### src/rtl/core/dksd_pkg.sv
// Shared types and constants for the debounced single-key decoder.
// No dependencies; imported by every module of the block.
package dksd_pkg;

   localparam int RAW_W       = 6;   // raw sample width per side
   localparam int KEY_CODE_W  = 4;
   localparam int SWITCH_W    = 4;
   localparam int DOOR_POS    = 4;   // door bit on the right side
   localparam int SHIFT_POS   = 5;   // shift bit on the right side
   localparam int REQ_TDATA_W = 16;
   localparam int RSP_TDATA_W = 24;

   localparam int DEF_KEYS_PER_SIDE = 6;
   localparam int DEF_HISTORY_DEPTH = 3;

   typedef struct packed {
      logic [RAW_W-1:0]      right_clean;
      logic [RAW_W-1:0]      left_clean;
      logic [SWITCH_W-1:0]   switch_bits;
      logic [KEY_CODE_W-1:0] key_code;
   } rsp_type;

   typedef struct packed {
      logic lockout;
      logic held_nonzero;
   } merge_status_type;

endpackage

### src/rtl/core/dksd_lane.sv
// One debounce lane: sample history and debounced level for one side.
// Depends on dksd_pkg.
module dksd_lane
   import dksd_pkg::*;
#(
   parameter int KEYS_PER_SIDE = DEF_KEYS_PER_SIDE,
   parameter int HISTORY_DEPTH = DEF_HISTORY_DEPTH
) (
   input  logic             clock,
   input  logic             reset,
   input  logic             sample_en,
   input  logic [RAW_W-1:0] sample,
   output logic [RAW_W-1:0] level_in
);

   localparam int UsedBits = (KEYS_PER_SIDE < RAW_W) ? KEYS_PER_SIDE : RAW_W;
   localparam logic [RAW_W-1:0] SideMask = RAW_W'((1 << UsedBits) - 1);

   logic [RAW_W-1:0] hist_ff [HISTORY_DEPTH];
   logic [RAW_W-1:0] level_ff;
   logic [RAW_W-1:0] masked;
   logic [RAW_W-1:0] any_high;
   logic [RAW_W-1:0] all_high;

   // oldest entry drops out, so the new window is entries 1..D-1 plus the sample
   always_comb begin
      masked   = sample & SideMask;
      any_high = masked;
      all_high = masked;
      for (int i = 1; i < HISTORY_DEPTH; i++) begin
         any_high = any_high | hist_ff[i];
         all_high = all_high & hist_ff[i];
      end
      level_in = (level_ff & any_high) | all_high;
   end

   always_ff @(posedge clock) begin
      if (reset) begin
         for (int i = 0; i < HISTORY_DEPTH; i++) begin
            hist_ff[i] <= '0;
         end
         level_ff <= '0;
      end else if (sample_en) begin
         for (int i = 0; i < HISTORY_DEPTH - 1; i++) begin
            hist_ff[i] <= hist_ff[i+1];
         end
         hist_ff[HISTORY_DEPTH-1] <= masked;
         level_ff <= level_in;
      end
   end

endmodule

### src/rtl/core/dksd_merge.sv
// Merge stage: builds the key set from both lanes and runs the single-key
// latch with lockout. Depends on dksd_pkg.
module dksd_merge
   import dksd_pkg::*;
#(
   parameter int KEYS_PER_SIDE = DEF_KEYS_PER_SIDE
) (
   input  logic             clock,
   input  logic             reset,
   input  logic             step_en,
   input  logic [RAW_W-1:0] left_level,
   input  logic [RAW_W-1:0] right_level,
   output rsp_type          result,
   output merge_status_type status
);

   localparam int KeyW  = KEYS_PER_SIDE + 1;
   localparam int CodeW = $clog2(2 * KEYS_PER_SIDE + 3);
   localparam logic [CodeW-1:0] PlainTop   = CodeW'(KEYS_PER_SIDE + 1);
   localparam logic [CodeW-1:0] ShiftSkip  = CodeW'(KEYS_PER_SIDE + 2);
   localparam logic [CodeW-1:0] KeyTop     = CodeW'(KEYS_PER_SIDE);

   logic [CodeW-1:0] held_code_ff, held_code_in;
   logic             lockout_ff, lockout_in;
   logic [KeyW-1:0]  keys;
   logic             shift;
   logic [CodeW-1:0] low_idx;
   logic [CodeW-1:0] test_bit;
   logic [KeyW-1:0]  keys_shifted;

   always_comb begin
      keys = '0;
      for (int i = 0; i < KEYS_PER_SIDE; i++) begin
         if (i < RAW_W) begin
            keys[i] = left_level[i];
         end
      end
      keys[KEYS_PER_SIDE] = right_level[DOOR_POS];
      shift = right_level[SHIFT_POS];

      // lowest set key; only used when exactly one is set
      low_idx = '0;
      for (int i = KeyW - 1; i >= 0; i--) begin
         if (keys[i]) begin
            low_idx = CodeW'(i);
         end
      end

      if (held_code_ff <= PlainTop) begin
         test_bit = held_code_ff - CodeW'(1);
      end else begin
         test_bit = held_code_ff - ShiftSkip;
      end
      keys_shifted = keys >> test_bit;

      held_code_in = held_code_ff;
      lockout_in   = lockout_ff;
      if (keys == '0) begin
         held_code_in = '0;
         lockout_in   = 1'b0;
      end else if (lockout_ff) begin
         // frozen until every key is released
      end else if (held_code_ff == '0) begin
         if ((keys & (keys - KeyW'(1))) == '0) begin
            held_code_in = low_idx + CodeW'(1) + (shift ? PlainTop : '0);
         end
      end else if (test_bit > KeyTop || !keys_shifted[0]) begin
         lockout_in = 1'b1;
      end

      result.key_code    = KEY_CODE_W'(held_code_in);
      result.switch_bits = right_level[SWITCH_W-1:0];
      result.left_clean  = left_level;
      result.right_clean = right_level;

      status.lockout      = lockout_ff;
      status.held_nonzero = (held_code_ff != '0);
   end

   always_ff @(posedge clock) begin
      if (reset) begin
         held_code_ff <= '0;
         lockout_ff   <= 1'b0;
      end else if (step_en) begin
         held_code_ff <= held_code_in;
         lockout_ff   <= lockout_in;
      end
   end

endmodule

### src/rtl/core/dksd_outbuf.sv
// Two-entry result buffer: output register plus skid slot, so the input
// side keeps flowing while a result waits. Depends on dksd_pkg.
module dksd_outbuf
   import dksd_pkg::*;
(
   input  logic    clock,
   input  logic    reset,
   input  logic    push,
   input  rsp_type push_data,
   output logic    can_push,
   input  logic    pop,
   output logic    head_valid,
   output rsp_type head_data
);

   logic [1:0] count_ff, count_in;
   rsp_type    head_ff;
   rsp_type    skid_ff;

   assign can_push   = (count_ff != 2'd2);
   assign head_valid = (count_ff != 2'd0);
   assign head_data  = head_ff;

   always_comb begin
      count_in = count_ff + {1'b0, push} - {1'b0, pop};
   end

   always_ff @(posedge clock) begin
      if (reset) begin
         count_ff <= 2'd0;
      end else begin
         count_ff <= count_in;
      end
   end

   always_ff @(posedge clock) begin
      if (pop) begin
         if (count_ff == 2'd2) begin
            head_ff <= skid_ff;
            if (push) begin
               skid_ff <= push_data;
            end
         end else if (push) begin
            head_ff <= push_data;
         end
      end else if (push) begin
         if (count_ff == 2'd0) begin
            head_ff <= push_data;
         end else begin
            skid_ff <= push_data;
         end
      end
   end

endmodule

### src/rtl/core/debounced_single_key_decoder_top.sv
// Top level of the debounced single-key decoder: two debounce lanes, the
// key merge stage and the result buffer. Depends on dksd_pkg and submodules.
//
//   Channel   Direction  Transfer when            Payload
//   req_      in         req_tvalid & req_tready left_raw, right_raw
//   rsp_      out        rsp_tvalid & rsp_tready key_code, switch_bits, left/right_clean
//
// One scan per cycle while req_tready is high: the lanes and the merge stage
// update their state in the cycle of the input transfer; the result is registered
// into the result buffer and reaches rsp_ behind any result still waiting. Reset
// (synchronous, active high) clears histories, levels, held code, lockout and the
// result buffer. A two-entry buffer keeps req_tready high while one result waits;
// it drops only when both are full, so in a back-to-back stream rsp_tready low stalls the input.
module debounced_single_key_decoder_top
   import dksd_pkg::*;
#(
   parameter int KEYS_PER_SIDE = DEF_KEYS_PER_SIDE,
   parameter int HISTORY_DEPTH = DEF_HISTORY_DEPTH
) (
   input  logic                   clock,
   input  logic                   reset,
   input  logic                   req_tvalid,
   output logic                   req_tready,
   input  logic [REQ_TDATA_W-1:0] req_tdata,  // [5:0] left_raw, [11:6] right_raw
   output logic                   rsp_tvalid,
   input  logic                   rsp_tready,
   output logic [RSP_TDATA_W-1:0] rsp_tdata   // [3:0] key_code, [7:4] switch_bits,
                                              // [13:8] left_clean, [19:14] right_clean
);

   logic             req_xfer;
   logic             rsp_xfer;
   logic [RAW_W-1:0] left_level;
   logic [RAW_W-1:0] right_level;
   rsp_type          result;
   rsp_type          head;
   merge_status_type status;

   assign req_xfer = req_tvalid & req_tready;
   assign rsp_xfer = rsp_tvalid & rsp_tready;

   dksd_lane #(
      .KEYS_PER_SIDE(KEYS_PER_SIDE),
      .HISTORY_DEPTH(HISTORY_DEPTH)
   ) u_left (
      .clock    (clock),
      .reset    (reset),
      .sample_en(req_xfer),
      .sample   (req_tdata[RAW_W-1:0]),
      .level_in (left_level)
   );

   dksd_lane #(
      .KEYS_PER_SIDE(KEYS_PER_SIDE),
      .HISTORY_DEPTH(HISTORY_DEPTH)
   ) u_right (
      .clock    (clock),
      .reset    (reset),
      .sample_en(req_xfer),
      .sample   (req_tdata[2*RAW_W-1:RAW_W]),
      .level_in (right_level)
   );

   dksd_merge #(
      .KEYS_PER_SIDE(KEYS_PER_SIDE)
   ) u_merge (
      .clock      (clock),
      .reset      (reset),
      .step_en    (req_xfer),
      .left_level (left_level),
      .right_level(right_level),
      .result     (result),
      .status     (status)
   );

   dksd_outbuf u_outbuf (
      .clock     (clock),
      .reset     (reset),
      .push      (req_xfer),
      .push_data (result),
      .can_push  (req_tready),
      .pop       (rsp_xfer),
      .head_valid(rsp_tvalid),
      .head_data (head)
   );

   assign rsp_tdata = RSP_TDATA_W'(head);

   // lockout only ever follows a held code, and clears together with it
   assert property (@(posedge clock) disable iff (reset)
      status.lockout |-> status.held_nonzero)
      else $error("lockout set with no held code");

   // input side stalls only while results are waiting
   assert property (@(posedge clock) disable iff (reset)
      !req_tready |-> rsp_tvalid)
      else $error("input stalled with empty result buffer");

   // an accepted scan always leaves a result on the next cycle
   assert property (@(posedge clock) disable iff (reset)
      req_xfer |=> rsp_tvalid)
      else $error("accepted scan produced no result");

   assert property (@(posedge clock) disable iff (reset)
      $past(reset) |-> !rsp_tvalid)
      else $error("result valid right after reset");

endmodule
### config.mk
export PLATFORM = sky130hd
export DESIGN_NAME = debounced_single_key_decoder_top
export DESIGN_NICKNAME = d
export VERILOG_FILES = /design/src/rtl/core/dksd_pkg.sv /design/src/rtl/core/dksd_lane.sv /design/src/rtl/core/dksd_merge.sv /design/src/rtl/core/dksd_outbuf.sv /design/src/rtl/core/debounced_single_key_decoder_top.sv
export SDC_FILE = /design/constraint.sdc
export NUM_CORES = 1
export LEC_CHECK = 0
export BUFFER_PORTS_ARGS = -buffer_cell sky130_fd_sc_hd__buf_2
export CAP_MARGIN = 20
export CORE_ASPECT_RATIO = 0.9
export CORE_MARGIN = 2
export CORE_UTILIZATION = 35
export CTS_CLUSTER_DIAMETER = 40
export DETAILED_ROUTE_END_ITERATION = 8
export GPL_TIMING_DRIVEN = 0
export SYNTH_ARGS = -nofsm -noshare
export SYNTH_HDL_FRONTEND = slang
export SYNTH_SLANG_ARGS = --single-unit
### constraint.sdc
create_clock -name clock -period 2.8 [get_ports clock]
set_clock_uncertainty 0.1 [all_clocks]
set_input_delay 0.14 -clock clock [delete_from_list [all_inputs] [get_ports clock]]
set_output_delay 0.14 -clock clock [all_outputs]
set_load 0.005 [all_outputs]
# Yosys cells after proc, flatten, opt, wreduce, memory -nomap -nowiden
# Memory sizes are Yosys's and may differ from the RTL's.
# Index checks and enable logic that the tools add are counted.
# classes
add_sub_neg,7
n_lt_le_gt_ge,2
n_eq_ne,4
shift,1
muxes,37
bitwise,21
reduce_logical,12
# op_table
operator,count
$mux 20,9
$and 6x6->6,6
$mux 6,6
$or 6x6->6,6
$mux 3,8
$mux 4,5
$logic_not 7->1,2
$mux 1,9
$reduce_bool 2->1,4
$and 7x7->7,1
$shr 7x4->1,1
$sub 7x1->7 const B,1
$or 1x1->1,6
$reduce_and 3->1,2
$add 3x1->4 const B,1
$add 4x4->4,1
$gt 4x3->1 const B,1
$le 4x3->1 const B,1
$logic_not 4->1,1
$ne 2x2->1 const B,2
$sub 4x1->4 const B,1
$sub 4x4->4 const B,1
$add 2x1->2,1
$and 1x1->1,2
other kinds (6),6
# totals
ff_bits,59
mem_bits_rw,36
input_bits,20
out_inout_bits,26
elab_cells,99
memories,2
# memory_table
name,words,width,read_ports,rd_ports_with_merged_regs,wr,line,source
u_left.hist_ff,3,6,2,0,3,dksd_lane.sv:19,logic [RAW_W-1:0] hist_ff [HISTORY_DEPTH];
u_right.hist_ff,3,6,2,0,3,dksd_lane.sv:19,

# Longest topological paths before layout
# Gate-level depths: netlist (run 1).
# An unclocked memory read counts as a cell.
# logic_depth
word_depth,21
ltp_mapped,12
depth_no_buf,12

# By module
# A second synthesis (run 1) with hierarchy kept.
# hier_totals
cells_unflattened,360
area_unflattened_um2,4244.1
# modules_own_cells
module,instances,cells_each,area_each_um2,seq_area_each_um2
dksd_lane,2,82,849.6,480.5
dksd_outbuf,1,82,1681.6,1241.2
dksd_merge,1,107,817.0,100.1
debounced_single_key_decoder_top,1,7,46.3,0.0

# Worst setup path after synthesis (run 1)
# No wires, ideal clock.
# synth_path
kind,register to register
start,memory u_left.hist_ff[2][5]
end,register u_merge.held_code_ff[1]
setup_time_ns,0.074
t_arrival_ns,2.306
t_required_ns,2.626
setup_slack_ns,0.319
stages_incl_launch_ff,13
path_buffers,0
synth_period_minus_slack_ns,2.481
path_cell_list,edfxtp_1 -> a21o_1 -> a21oi_2 -> inv_1 -> a21oi_1 -> nor2_1 -> o21bai_1 -> ha_1 -> inv_1 -> fa_1 -> nand2_1 -> or3_1 -> a31oi_1
# synth_lines
item,line,source
from (decl),dksd_lane.sv:19,
to (signal assigned),dksd_merge.sv:85,held_code_ff <= held_code_in;
to (decl),dksd_merge.sv:23,"logic [CodeW-1:0] held_code_ff, held_code_in;"

# Worst setup path in the final report (run 1)
# layout_path
start,input req_tdata[2]
end,register u_outbuf.head_ff (netlist bit u_outbuf.head_data[2]) (data pin)
# layout_between
elab_chain_cells,16
elab_cells_between_ends,24
classes_between,add/sub: 3; mux: 12; bitwise: 7; reduce/logical: 2
# layout_lines
item,line,source
from (decl),debounced_single_key_decoder_top.sv:24,"input logic [REQ_TDATA_W-1:0] req_tdata,"
$or 6x6->6 (2 in series),dksd_lane.sv:31,any_high = any_high | hist_ff[i];
$and 6x6->6,dksd_lane.sv:34,level_in = (level_ff & any_high) | all_high;
$or 6x6->6 (*),dksd_lane.sv:34,
named net left_level[2],debounced_single_key_decoder_top.sv:33,logic [RAW_W-1:0] left_level;
$mux 3 (3 in series),dksd_merge.sv:44,if (keys[i]) begin
$add 3x1->4,dksd_merge.sv:65,held_code_in = low_idx + CodeW'(1) + (shift ? PlainTop : '0);
$add 4x4->4,dksd_merge.sv:65,
$mux 4,dksd_merge.sv:64,if ((keys & (keys - KeyW'(1))) == '0) begin
$mux 4,dksd_merge.sv:63,end else if (held_code_ff == '0) begin
$mux 4,dksd_merge.sv:61,end else if (lockout_ff) begin
$mux 4 (*),dksd_merge.sv:58,if (keys == '0) begin
$mux 20 (on tied branches),"dksd_outbuf.sv:47, dksd_outbuf.sv:43",
$mux 20 (on tied branches),"dksd_outbuf.sv:46, dksd_outbuf.sv:38",
$mux 20 (*),dksd_outbuf.sv:37,if (pop) begin
to (signal assigned),dksd_outbuf.sv:39,head_ff <= skid_ff;
to (signal assigned),dksd_outbuf.sv:44,head_ff <= push_data;
to (signal assigned),dksd_outbuf.sv:48,head_ff <= push_data;
to (decl),dksd_outbuf.sv:17,rsp_type head_ff;
# The timed path passes the listed nets; every way through them passes the cells marked *. The select of a mux whose other input is x is not followed.
# A chain may end at the register's enable or synchronous reset.

==> results_dict.tcl, run 1 <==
set metrics [dict create \
    arrival_ns 2.64 \
    p_leak_nw 1.82 \
    crit_buf_inv 2 \
    grt_remaining_overflow 0 \
    busiest_layer "met1" \
    synth_cells 313 \
    endpoint "u_outbuf.head_data[2]" \
    coreArea_sq_mm 0.00974 \
    cp.required_ns 2.78 \
    path_depth 10 \
    grt_pass1_vias 2291 \
    ir_drop_mv 0.349 \
    ys_seq_area_share_pct 58.6 \
    worstReg2RegStart "u_left.hist_ff[2][4]" \
    drt-initial-drc-count 93 \
    vias_per_cell 4.82 \
    netlist.top_cell.by_area "edfxtp_1" \
    cts_root_buffer "clkbuf_8" \
    cap_violations 0 \
    wl_per_cell_um 13.7 \
    ys_top_cells_by_area "edfxtp_1, dfxtp_1, a21oi_1" \
    grtUsageTotal_pct 13.9 \
    vias 2454 \
    slowest_stage "dlygate4sd3_1" \
    final_max_slew_viol_count 0 \
    htreeDepth 3 \
    end_kind "flop" \
    critPathTopFamily "compound AO/OA/AOI/OAI gates" \
    finalSetupTns_ns 0 \
    synth-seq-cells 75 \
    setup_violations 0 \
    post-dp-hpwl_mm 4.78 \
    synth_commonest_cells "edfxtp_1, nor2_1, a21oi_1" \
    syn_area_sq_mm 0.00352 \
    synth.top_cell.area_share_pct 47.8 \
    layout_setup_ws_ns 0.142 \
    route.detailed.drc 0 \
    cpPeakStageDelay_ns 0.53 \
    grt_pass1_wl_mm 11.6 \
    pre_cts_ws_ns 0.0375 \
    stdcell_count 509 \
    yosysMostFrequentCell "edfxtp_1" \
    synth_flop_cell "edfxtp_1" \
    first_pass_iters 5 \
    worst_pin_slew_ns 0.567 \
    cts_buffer_depth 2 \
    slew-limit-headroom_pct 62.1 \
    drive_gt1_share_pct 23.5 \
    synth.distinct_cells 44 \
    clock-sinks 75 \
    dieWidth_um 110 \
    gr-usage-met2_pct 19.4 \
    timing.fmax_mhz 376 \
    chipHeight_um 99.2 \
    grt_max_degree 25 \
    dieArea_sq_mm 0.0109 \
    cts_made_buffers 9 \
    syn_avg_cell_area_sq_um 11.2 \
    area_delta_synth_final_pct 21.1 \
    met1_usage_pct 20.5 \
    totalWireLength_mm 6.96 \
    grtUsageMet3_pct 4.59 \
    start_util_pct 36.1 \
    clkTransAtPathRegs_ns 0.08 \
    cp_cell_sequence "dlygate4sd3_1, buf_2, o21ai_0, o21ai_2, or4_4, a21oi_1, ha_1, xnor2_2, o21ba_2, o22ai_1" \
    p_per_area_mw_per_mm2 769 \
    finalWeightedCongestion 0.807 \
    reg2reg_to "u_outbuf.head_data[1]" \
    io_buffers 37 \
    min_period_ns 2.66 \
    antenna_found_initial 0 \
    async_reset_ff_share_pct 0 \
    cts_tree "done" \
    fin_crit_sh_pct 94.9 \
    worstSkewPairLatency_ns 0.35 \
    io_pins 46 \
    rrSetupSlack_ns 0.18 \
    fp-row-count 34 \
    fin_nets 406 \
    status "completed" \
    grt_setup_unrepaired "yes" \
    reg2reg_depth 10 \
    critPathLaunch "req_tdata[2]" \
    hold_violations 0 \
    antenna_cells 0 \
    cp-start-kind "primary input" \
    ant_nets 0 \
    synth_edf_count 56 \
    synth_warnings 0 \
    critical_path_class "in -> reg" \
    hold_class "in -> reg" \
    crit_path_max_fanout 9 \
    placedCellCount 481 \
]
power breakdown:
part | total [W] | switching [W] | internal (W)
Sequential | 0.00152 | 0.0000825 | 0.00144
Combinational | 0.000856 | 0.000461 | 0.000395
Clock | 0.000903 | 0.000403 | 0.000500
Total | 0.00328 | 0.000946 | 0.00233
how the worst min path moves through the flow:
stage	startpoint	endpoint	slack, ns	cells after the start
finish	req_tdata[8]	u_right.hist_ff[2][2]	0.01	2
global route	req_tdata[0]	u_left.hist_ff[2][0]	0.02	2
CTS	req_tdata[0]	u_left.hist_ff[2][0]	0.003	2
detailed placement	req_tdata[2]	u_left.hist_ff[2][2]	0.35	2
global placement	req_tdata[11]	u_right.hist_ff[2][5]	0.35	2
floorplan	req_tdata[0]	u_left.hist_ff[2][0]	0.24	1
final cells by class:
cell class,instances,area [sq um]
fill,938,5480
sequential,75,2060
multi-input combinational,200,1320
timing repair buffer,51,323
tap,126,158
clock buffer,11,131
buffer,18,105
inverter,23,86.3
clock inverter,5,77.6
logic make-up after synthesis:
family,after synthesis,synth area share [%]
AO/OA/AOI/OAI,80,14.3
XOR/XNOR,5,1.24
adder cells (fa/ha/maj),8,3.06
buffers and inverters,41,5.44
flip-flops,75,58.6
multiplexers,16,5.22
other,1,0.107
AND/OR/NAND/NOR,87,12.0
cells in the final DEF, fill, tap and decap left out, types with 2 or more instances in the layout:
| cell | count |
|---|---|
| mux2i_1 | 9 |
| nand3_1 | 2 |
| o21ba_2 | 2 |
| nand2_1 | 9 |
| a21oi_4 | 2 |
| a211oi_1 | 2 |
| clkbuf_8 | 9 |
| inv_1 | 21 |
| ha_1 | 7 |
| o21bai_1 | 2 |
| o21ai_1 | 4 |
| o22ai_1 | 4 |
| buf_2 | 37 |
| bufinv_16 | 2 |
| mux2_2 | 6 |
| or3_1 | 2 |
| clkbuf_1 | 11 |
| xnor2_1 | 3 |
| edfxtp_1 | 56 |
| o21a_1 | 9 |
| a21o_1 | 9 |
| o21ai_2 | 5 |
| nor2b_1 | 2 |
| a21oi_2 | 2 |
| buf_4 | 12 |
| inv_2 | 2 |
| buf_6 | 3 |
| dfxtp_1 | 19 |
| nor3_1 | 3 |
| a21oi_1 | 28 |
| and2_1 | 23 |
| a31oi_1 | 2 |
| conb_1 | 4 |
| nor2_1 | 39 |
| o21ai_0 | 5 |
| dlygate4sd3_1 | 7 |
repair_timing:
item / 4_1_cts / 5_1_grt
endpoints found under the setup margin: 0 / 9
hold endpoints to repair: 7 / 0
resized for setup: 0 / 10
buffers inserted: 0 / 4
hold buffers: 7 / 0
sequential cells by signal, indices dropped and copies added (netlist names):
signal / flops
u_right.hist_ff: 12
u_outbuf.count_ff: 2
u_merge.held_code_ff: 4
u_outbuf.head_data: 16
u_right.level_ff: 6
u_left.level_ff: 6
u_outbuf.skid_ff: 16
u_left.hist_ff: 12
u_merge.lockout_ff: 1
worst reg2reg max path: stages (launching register included):
cell      delay [ns]
edfxtp_1        0.42
a21o_1          0.23
a21oi_4         0.24
a21oi_1         0.11
nor2_1          0.11
o21bai_1        0.09
ha_1            0.19
inv_1           0.08
fa_1            0.44
mux2i_1         0.23
o22ai_1         0.11
metal layers:
| layer | share of wire (%) | up-vias |
|---|---|---|
| met5 | 0 | - |
| met4 | 0.66 | 0 |
| met3 | 6.1 | 4 |
| met2 | 41 | 67 |
| met1 | 52 | 1159 |
| li1 | - | 1224 |
per-stage QoR:
step | hold slack (ns) | total power, W | instance area [sq um] | utilization, %
2_1_floorplan | 0.238 | 0.00208 | 3530 | -
3_3_place_gp | 0.348 | 0.00233 | 3870 | 39.8
3_5_place_dp | 0.354 | 0.00236 | 3900 | 40.0
4_1_cts | 0.00283 | 0.00328 | 4180 | 42.9
5_1_grt | 0.0245 | 0.00348 | 4260 | 43.8
6_report | 0.0107 | 0.00328 | 4260 | 43.8
Note: power is estimated with default switching activity, not from simulation.
==> inputs of run 2 (changes only) <==
--- a/config.mk
+++ b/config.mk
@@ -12,7 +12,7 @@
 export CORE_UTILIZATION = 35
 export CTS_CLUSTER_DIAMETER = 40
 export DETAILED_ROUTE_END_ITERATION = 8
-export GPL_TIMING_DRIVEN = 0
+export GPL_TIMING_DRIVEN = 1
 export SYNTH_ARGS = -nofsm -noshare
 export SYNTH_HDL_FRONTEND = slang
 export SYNTH_SLANG_ARGS = --single-unit
==> constraint.sdc (replaced) <==
create_clock -name clock -period 2.29 [get_ports clock]
set_clock_uncertainty 0.1 [all_clocks]
set_input_delay 0.1145 -clock clock [delete_from_list [all_inputs] [get_ports clock]]
set_output_delay 0.1145 -clock clock [all_outputs]
set_load 0.005 [all_outputs]
==> run 2 against run 1 <==
The flow now finishes with violations (setup timing). Non-clock buffer count is 14 higher. Total power increased by 23%. Sequential share of layout area shrank 2.6 points. Flip-flop and latch count stayed put. Critical path depth down 2. Critical path type is now reg -> reg. Largest cell class unchanged. Largest power group unchanged.
==> results_dict.tcl, run 2 (synthesized netlist as in run 1, its figures left out) <==
set metrics [dict create \
    status "finished with violations" \
    violations "setup timing" \
    grt_setup_unrepaired "yes" \
    cts_tree "done" \
    grt_pass1_vias 2400 \
    fin_nets 420 \
    grt_pass1_wl_mm 11.9 \
    fin_area_sq_mm 0.00451 \
    fp-row-count 34 \
    worstSkewPairLatency_ns 0.35 \
    path_depth 8 \
    ant_nets 0 \
    pre_cts_ws_ns -0.298 \
    hold_violations 0 \
    io_pins 46 \
    arrival_ns 2.52 \
    final_common_cell "edfxtp_1" \
    setup_violations 12 \
    worst_hold_startpoint "req_tdata[2]" \
    seqPwrFrac_pct 46.1 \
    first_pass_iters 4 \
    layout_setup_ws_ns -0.232 \
    clkPwrFrac_pct 24.4 \
    switching_share_pct 29.4 \
    area_delta_synth_final_pct 28.0 \
    grtUsageTotal_pct 14.4 \
    rrSetupSlack_ns -0.23 \
    start_util_pct 36.1 \
    vias 2462 \
    chipHeight_um 99.2 \
    critical_path_class "reg -> reg" \
    final_max_slew_viol_count 0 \
    slowest_stage "or4_4" \
    route.detailed.drc 0 \
    coreArea_sq_mm 0.00974 \
    clkTransAtPathRegs_ns 0.08 \
    htreeDepth 3 \
    p_leak_nw 1.92 \
    p_per_area_mw_per_mm2 895 \
    grt_remaining_overflow 0 \
    cp-start-kind "flop" \
    grt_max_degree 24 \
    end_kind "flop" \
    endpoint "u_outbuf.head_data[2]" \
    drive_gt1_share_pct 31.5 \
    cts_root_buffer "clkbuf_8" \
    worstReg2RegStart "u_left.hist_ff[2][2]" \
    pwr-share-comb_pct 29.4 \
    p_int_w 0.00285 \
    cts_buffer_depth 2 \
    totalWireLength_mm 7.11 \
    antenna_cells 0 \
    critPathTopFamily "compound AO/OA/AOI/OAI gates" \
    critPathLaunch "u_left.hist_ff[2][2]" \
    drt-initial-drc-count 94 \
    hold_class "in -> reg" \
    crit_buf_inv 0 \
    cpPeakStageDelay_ns 0.56 \
    final_cell_mix "edfxtp_1, nor2_1, buf_2" \
    timing.fmax_mhz 396 \
    reg2reg_depth 8 \
    crit_path_max_fanout 5 \
    cts_made_buffers 9 \
    vias_per_cell 4.71 \
    finalWeightedCongestion 0.792 \
    switching_power_w 0.00119 \
    cap_violations 0 \
    cp.required_ns 2.29 \
    dieArea_sq_mm 0.0109 \
    antenna_found_initial 0 \
    wl_per_cell_um 13.6 \
    reg2reg_to "u_outbuf.head_data[2]" \
    io_buffers 37 \
    post-dp-hpwl_mm 4.83 \
    clock-sinks 75 \
    min_period_ns 2.52 \
    dieWidth_um 110 \
    cp_cell_sequence "o21ai_2, o21ai_4, or4_4, a21oi_4, ha_4, xnor2_2, o21ba_2, o22ai_2" \
    ir_drop_mv 0.367 \
    placed_cell_area_sq_mm 0.00402 \
    fin_crit_sh_pct 110 \
]
run 2: worst min-delay path by stage:
stage	end	slack [ns]	cells past startpoint
after global placement	u_outbuf.count_ff[1]	0.27	2
final	u_left.level_ff[2]	0.16	5
after global routing	u_outbuf.skid_ff[9]	0.20	4
after detailed placement	u_outbuf.count_ff[1]	0.28	2
after floorplan	u_left.hist_ff[2][0]	0.21	1
after CTS	u_left.level_ff[2]	0.14	5
run 2: metrics by stage:
step                      hold WS [ns]  total power [W]  std cells  utilization, %  setup TNS (ns)
after floorplan                  0.213          0.00256        316               -          -0.447
after global placement           0.274          0.00293        490            41.3           -1.78
after detailed placement         0.275          0.00295        490            41.3           -2.29
after CTS                        0.139          0.00404        521            45.9           -1.92
after global routing             0.199          0.00430        523            46.2           -3.26
final                            0.164          0.00403        523            46.2           -1.98
run 2: final cells by class:
class	instances	area, sq um
clock buffer	13	179
tap	126	158
multi-input combinational	200	1420
inverter	23	86.3
timing repair buffer	83	579
fill	878	5240
sequential	75	2060
clock inverter	3	20.0
run 2: worst register-to-register path, stage by stage, from the launching register on:
cell and delay, ns:
edfxtp_1 0.44, o21ai_2 0.22, o21ai_4 0.11, or4_4 0.56, a21oi_4 0.16, ha_4 0.24, xnor2_2 0.21, o21ba_2 0.19
o22ai_2 0.06
run 2: what timing repair did:
| action | in CTS | in global routing |
|---|---|---|
| gates resized for setup | 21 | 5 |
| endpoints found under the setup margin | 12 | 13 |
| buffers inserted | 2 | 2 |
| pin swaps | 13 | 4 |
| hold buffers | 13 | 0 |
| endpoints found under the hold margin | 15 | 0 |
run 2: metal layers:
layer / vias up / track usage [%] / share of wire [%]
met5: - / 0 / 0
met1: 1162 / 19.6 / 49
met4: 0 / 3.99 / 0.87
li1: 1253 / - / -
met2: 40 / 22.1 / 46
met3: 7 / 4.59 / 4.1
run 2: power groups by stage:
stage	Combinational, W	Clock, W	Sequential, W
5_1_grt	0.00132	0.00108	0.00189
4_1_cts	0.00116	0.00102	0.00186
3_3_place_gp	0.00105	0	0.00188
6_report	0.00119	0.000985	0.00186
3_5_place_dp	0.00106	0	0.00189
2_1_floorplan	0.000662	0	0.00190
==> inputs of run 3 (changes only) <==
--- a/config.mk
+++ b/config.mk
@@ -7,12 +7,15 @@
 export LEC_CHECK = 0
 export BUFFER_PORTS_ARGS = -buffer_cell sky130_fd_sc_hd__buf_2
 export CAP_MARGIN = 20
+export CELL_PAD_IN_SITES_DETAIL_PLACEMENT = 0
+export CELL_PAD_IN_SITES_GLOBAL_PLACEMENT = 1
 export CORE_ASPECT_RATIO = 0.9
-export CORE_MARGIN = 2
+export CORE_MARGIN = 1.5
 export CORE_UTILIZATION = 35
 export CTS_CLUSTER_DIAMETER = 40
 export DETAILED_ROUTE_END_ITERATION = 8
 export GPL_TIMING_DRIVEN = 1
+export PLACE_DENSITY_LB_ADDON = 0.1
 export SYNTH_ARGS = -nofsm -noshare
 export SYNTH_HDL_FRONTEND = slang
 export SYNTH_SLANG_ARGS = --single-unit
==> run 3 against run 2 <==
The flow still finishes with violations (setup timing). Flip-flop and latch count unchanged. Wire length up 5.4%. Setup slack worse by 0.036 ns. Via count up 1.5%. Combinational power about the same. Register-to-register slack worse by 0.04 ns. Non-clock buffer count up 2. Critical path depth up 3. Hold slack worse by 0.15 ns. Largest power group unchanged.
==> results_dict.tcl, run 3 (synthesized netlist as in run 1, its figures left out) <==
set metrics [dict create \
    reg2reg_to "u_outbuf.head_data[3]" \
    switching_share_pct 30.2 \
    htreeDepth 3 \
    stdcell_count 526 \
    cts_root_buffer "clkbuf_8" \
    drive_gt1_share_pct 32.5 \
    pwr-share-comb_pct 31.1 \
    coreArea_sq_mm 0.00974 \
    cp.required_ns 2.29 \
    clkPwrFrac_pct 21.7 \
    first_pass_iters 6 \
    chipHeight_um 98.2 \
    grt_pass1_vias 2405 \
    grtUsageTotal_pct 15.5 \
    status "finished with violations" \
    num-fill-cells 954 \
    grt_remaining_overflow 0 \
    p_int_w 0.00275 \
    min_period_ns 2.56 \
    switching_power_w 0.00119 \
    worstSkewPairLatency_ns 0.34 \
    post-dp-hpwl_mm 5.13 \
    route.detailed.drc 0 \
    fp-row-count 34 \
    final_max_slew_viol_count 0 \
    clock-sinks 75 \
    totalWireLength_mm 7.49 \
    rrSetupSlack_ns -0.27 \
    finalWeightedCongestion 0.741 \
    area_delta_synth_final_pct 27.3 \
    arrival_ns 2.55 \
    clkTransAtPathRegs_ns 0.08 \
    cts_tree "done" \
    start_util_pct 36.1 \
    setup_violations 12 \
    crit_path_max_fanout 3 \
    end_kind "flop" \
    ant_nets 0 \
    grt_pass1_wl_mm 12.5 \
    placedCellCount 494 \
    p_leak_nw 1.92 \
    antenna_found_initial 0 \
    wl_per_cell_um 14.2 \
    hold_class "in -> reg" \
    antenna_cells 0 \
    reg2reg_depth 11 \
    p_per_area_mw_per_mm2 879 \
    grt_max_degree 21 \
    ff_latch_area_sq_mm 0.00206 \
    multi_input_area_sq_mm 0.00143 \
    ir_drop_mv 0.383 \
    critical_path_class "reg -> reg" \
    cts_buffer_depth 2 \
    grt_setup_unrepaired "yes" \
    fin_nets 423 \
    holdPathEnd "u_left.hist_ff[2][2]" \
    final_common_cell "edfxtp_1" \
    violations "setup timing" \
    dieWidth_um 109 \
    fin_crit_sh_pct 112 \
    worstReg2RegStart "u_left.hist_ff[2][5]" \
    worst_hold_startpoint "req_tdata[2]" \
    cp-start-kind "flop" \
    drt-initial-drc-count 95 \
    timing.fmax_mhz 391 \
    p_total_w 0.00394 \
    cap_violations 0 \
    io_buffers 37 \
    io_pins 46 \
    vias_per_cell 4.75 \
    cts_made_buffers 9 \
    layout_setup_ws_ns -0.269 \
    hold_violations 0 \
    final_cell_mix "edfxtp_1, nor2_1, buf_2" \
    vias 2499 \
    seqPwrFrac_pct 47.3 \
    dieArea_sq_mm 0.0107 \
    whs_path_depth 2 \
]
-- run 3: changes by cell type in the layout (fill, tap and decap cells not counted), sizes merged --
cell / delta
a21o: +1
buf: +5
clkinv: +1
clkinvlp: -1
dlygate4sd3: -3
-- run 3: worst max-delay path by stage --
stage	startpoint	end
2_1_floorplan	u_left.hist_ff[2][5]	u_merge.held_code_ff[1]
3_3_place_gp	u_left.hist_ff[2][5]	u_outbuf.head_data[2]
3_5_place_dp	u_left.hist_ff[2][5]	u_outbuf.head_data[1]
4_1_cts	u_left.hist_ff[2][5]	u_merge.held_code_ff[1]
5_1_grt	u_left.hist_ff[2][5]	u_merge.held_code_ff[1]
6_report	u_left.hist_ff[2][5]	u_outbuf.head_data[3]
-- run 3: metrics by stage --
stage / hold slack (ns) / setup WS, ns / setup TNS [ns] / cell area [sq um] / utilization, %
2_1_floorplan: 0.213 / -0.128 / -0.447 / 3550 / -
3_3_place_gp: 0.325 / -0.201 / -1.60 / 4050 / 41.6
3_5_place_dp: 0.326 / -0.256 / -2.09 / 4050 / 41.6
4_1_cts: 0.000723 / -0.245 / -1.57 / 4410 / 45.3
5_1_grt: 0.00295 / -0.438 / -3.75 / 4480 / 46.0
6_report: 0.00986 / -0.269 / -2.07 / 4480 / 46.0
-- run 3: routing by layer --
| layer | GRT usage [%] | up-vias | share of wire, % |
|---|---|---|---|
| met3 | 4.34 | 7 | 2.9 |
| met2 | 23.2 | 32 | 46 |
| met1 | 22.0 | 1202 | 50 |
| li1 | - | 1258 | - |
| met4 | 3.95 | 0 | 0.81 |
| met5 | 0 | - | 0 |
-- run 3: power groups by stage --
stage	logic, W	clock network, W	registers (W)
2_1_floorplan	0.000662	0	0.00190
3_3_place_gp	0.00108	0	0.00188
3_5_place_dp	0.00109	0	0.00189
4_1_cts	0.00119	0.000894	0.00187
5_1_grt	0.00135	0.000953	0.00190
6_report	0.00122	0.000853	0.00186
-- run 3: critical path, stage by stage (launching register included) --
cell	delay [ns]
edfxtp_1	0.41
a21o_1	0.21
a21oi_4	0.14
buf_4	0.13
buf_6	0.09
a311oi_2	0.10
nor3_2	0.28
ha_1	0.28
a21o_1	0.17
a21oi_2	0.18
o21ba_2	0.16
o22ai_1	0.06
-- run 3: layout make-up --
type                    count  share of cell area, %
clock inverters             3                  0.391
well taps                 126                   3.52
flip-flops and latches     75                   46.0
inverters                  23                   1.93
repair buffers             85                   13.2
clock buffers              13                   3.10
multi-input cells         201                   31.9
-- run 3: what timing repair did --
item,CTS,global route
gates cloned,1,0
setup buffers,3,3
setup endpoints to repair,12,13
hold endpoints to repair,10,0
resized for setup,20,12
hold buffers,10,0
pin swaps,3,13
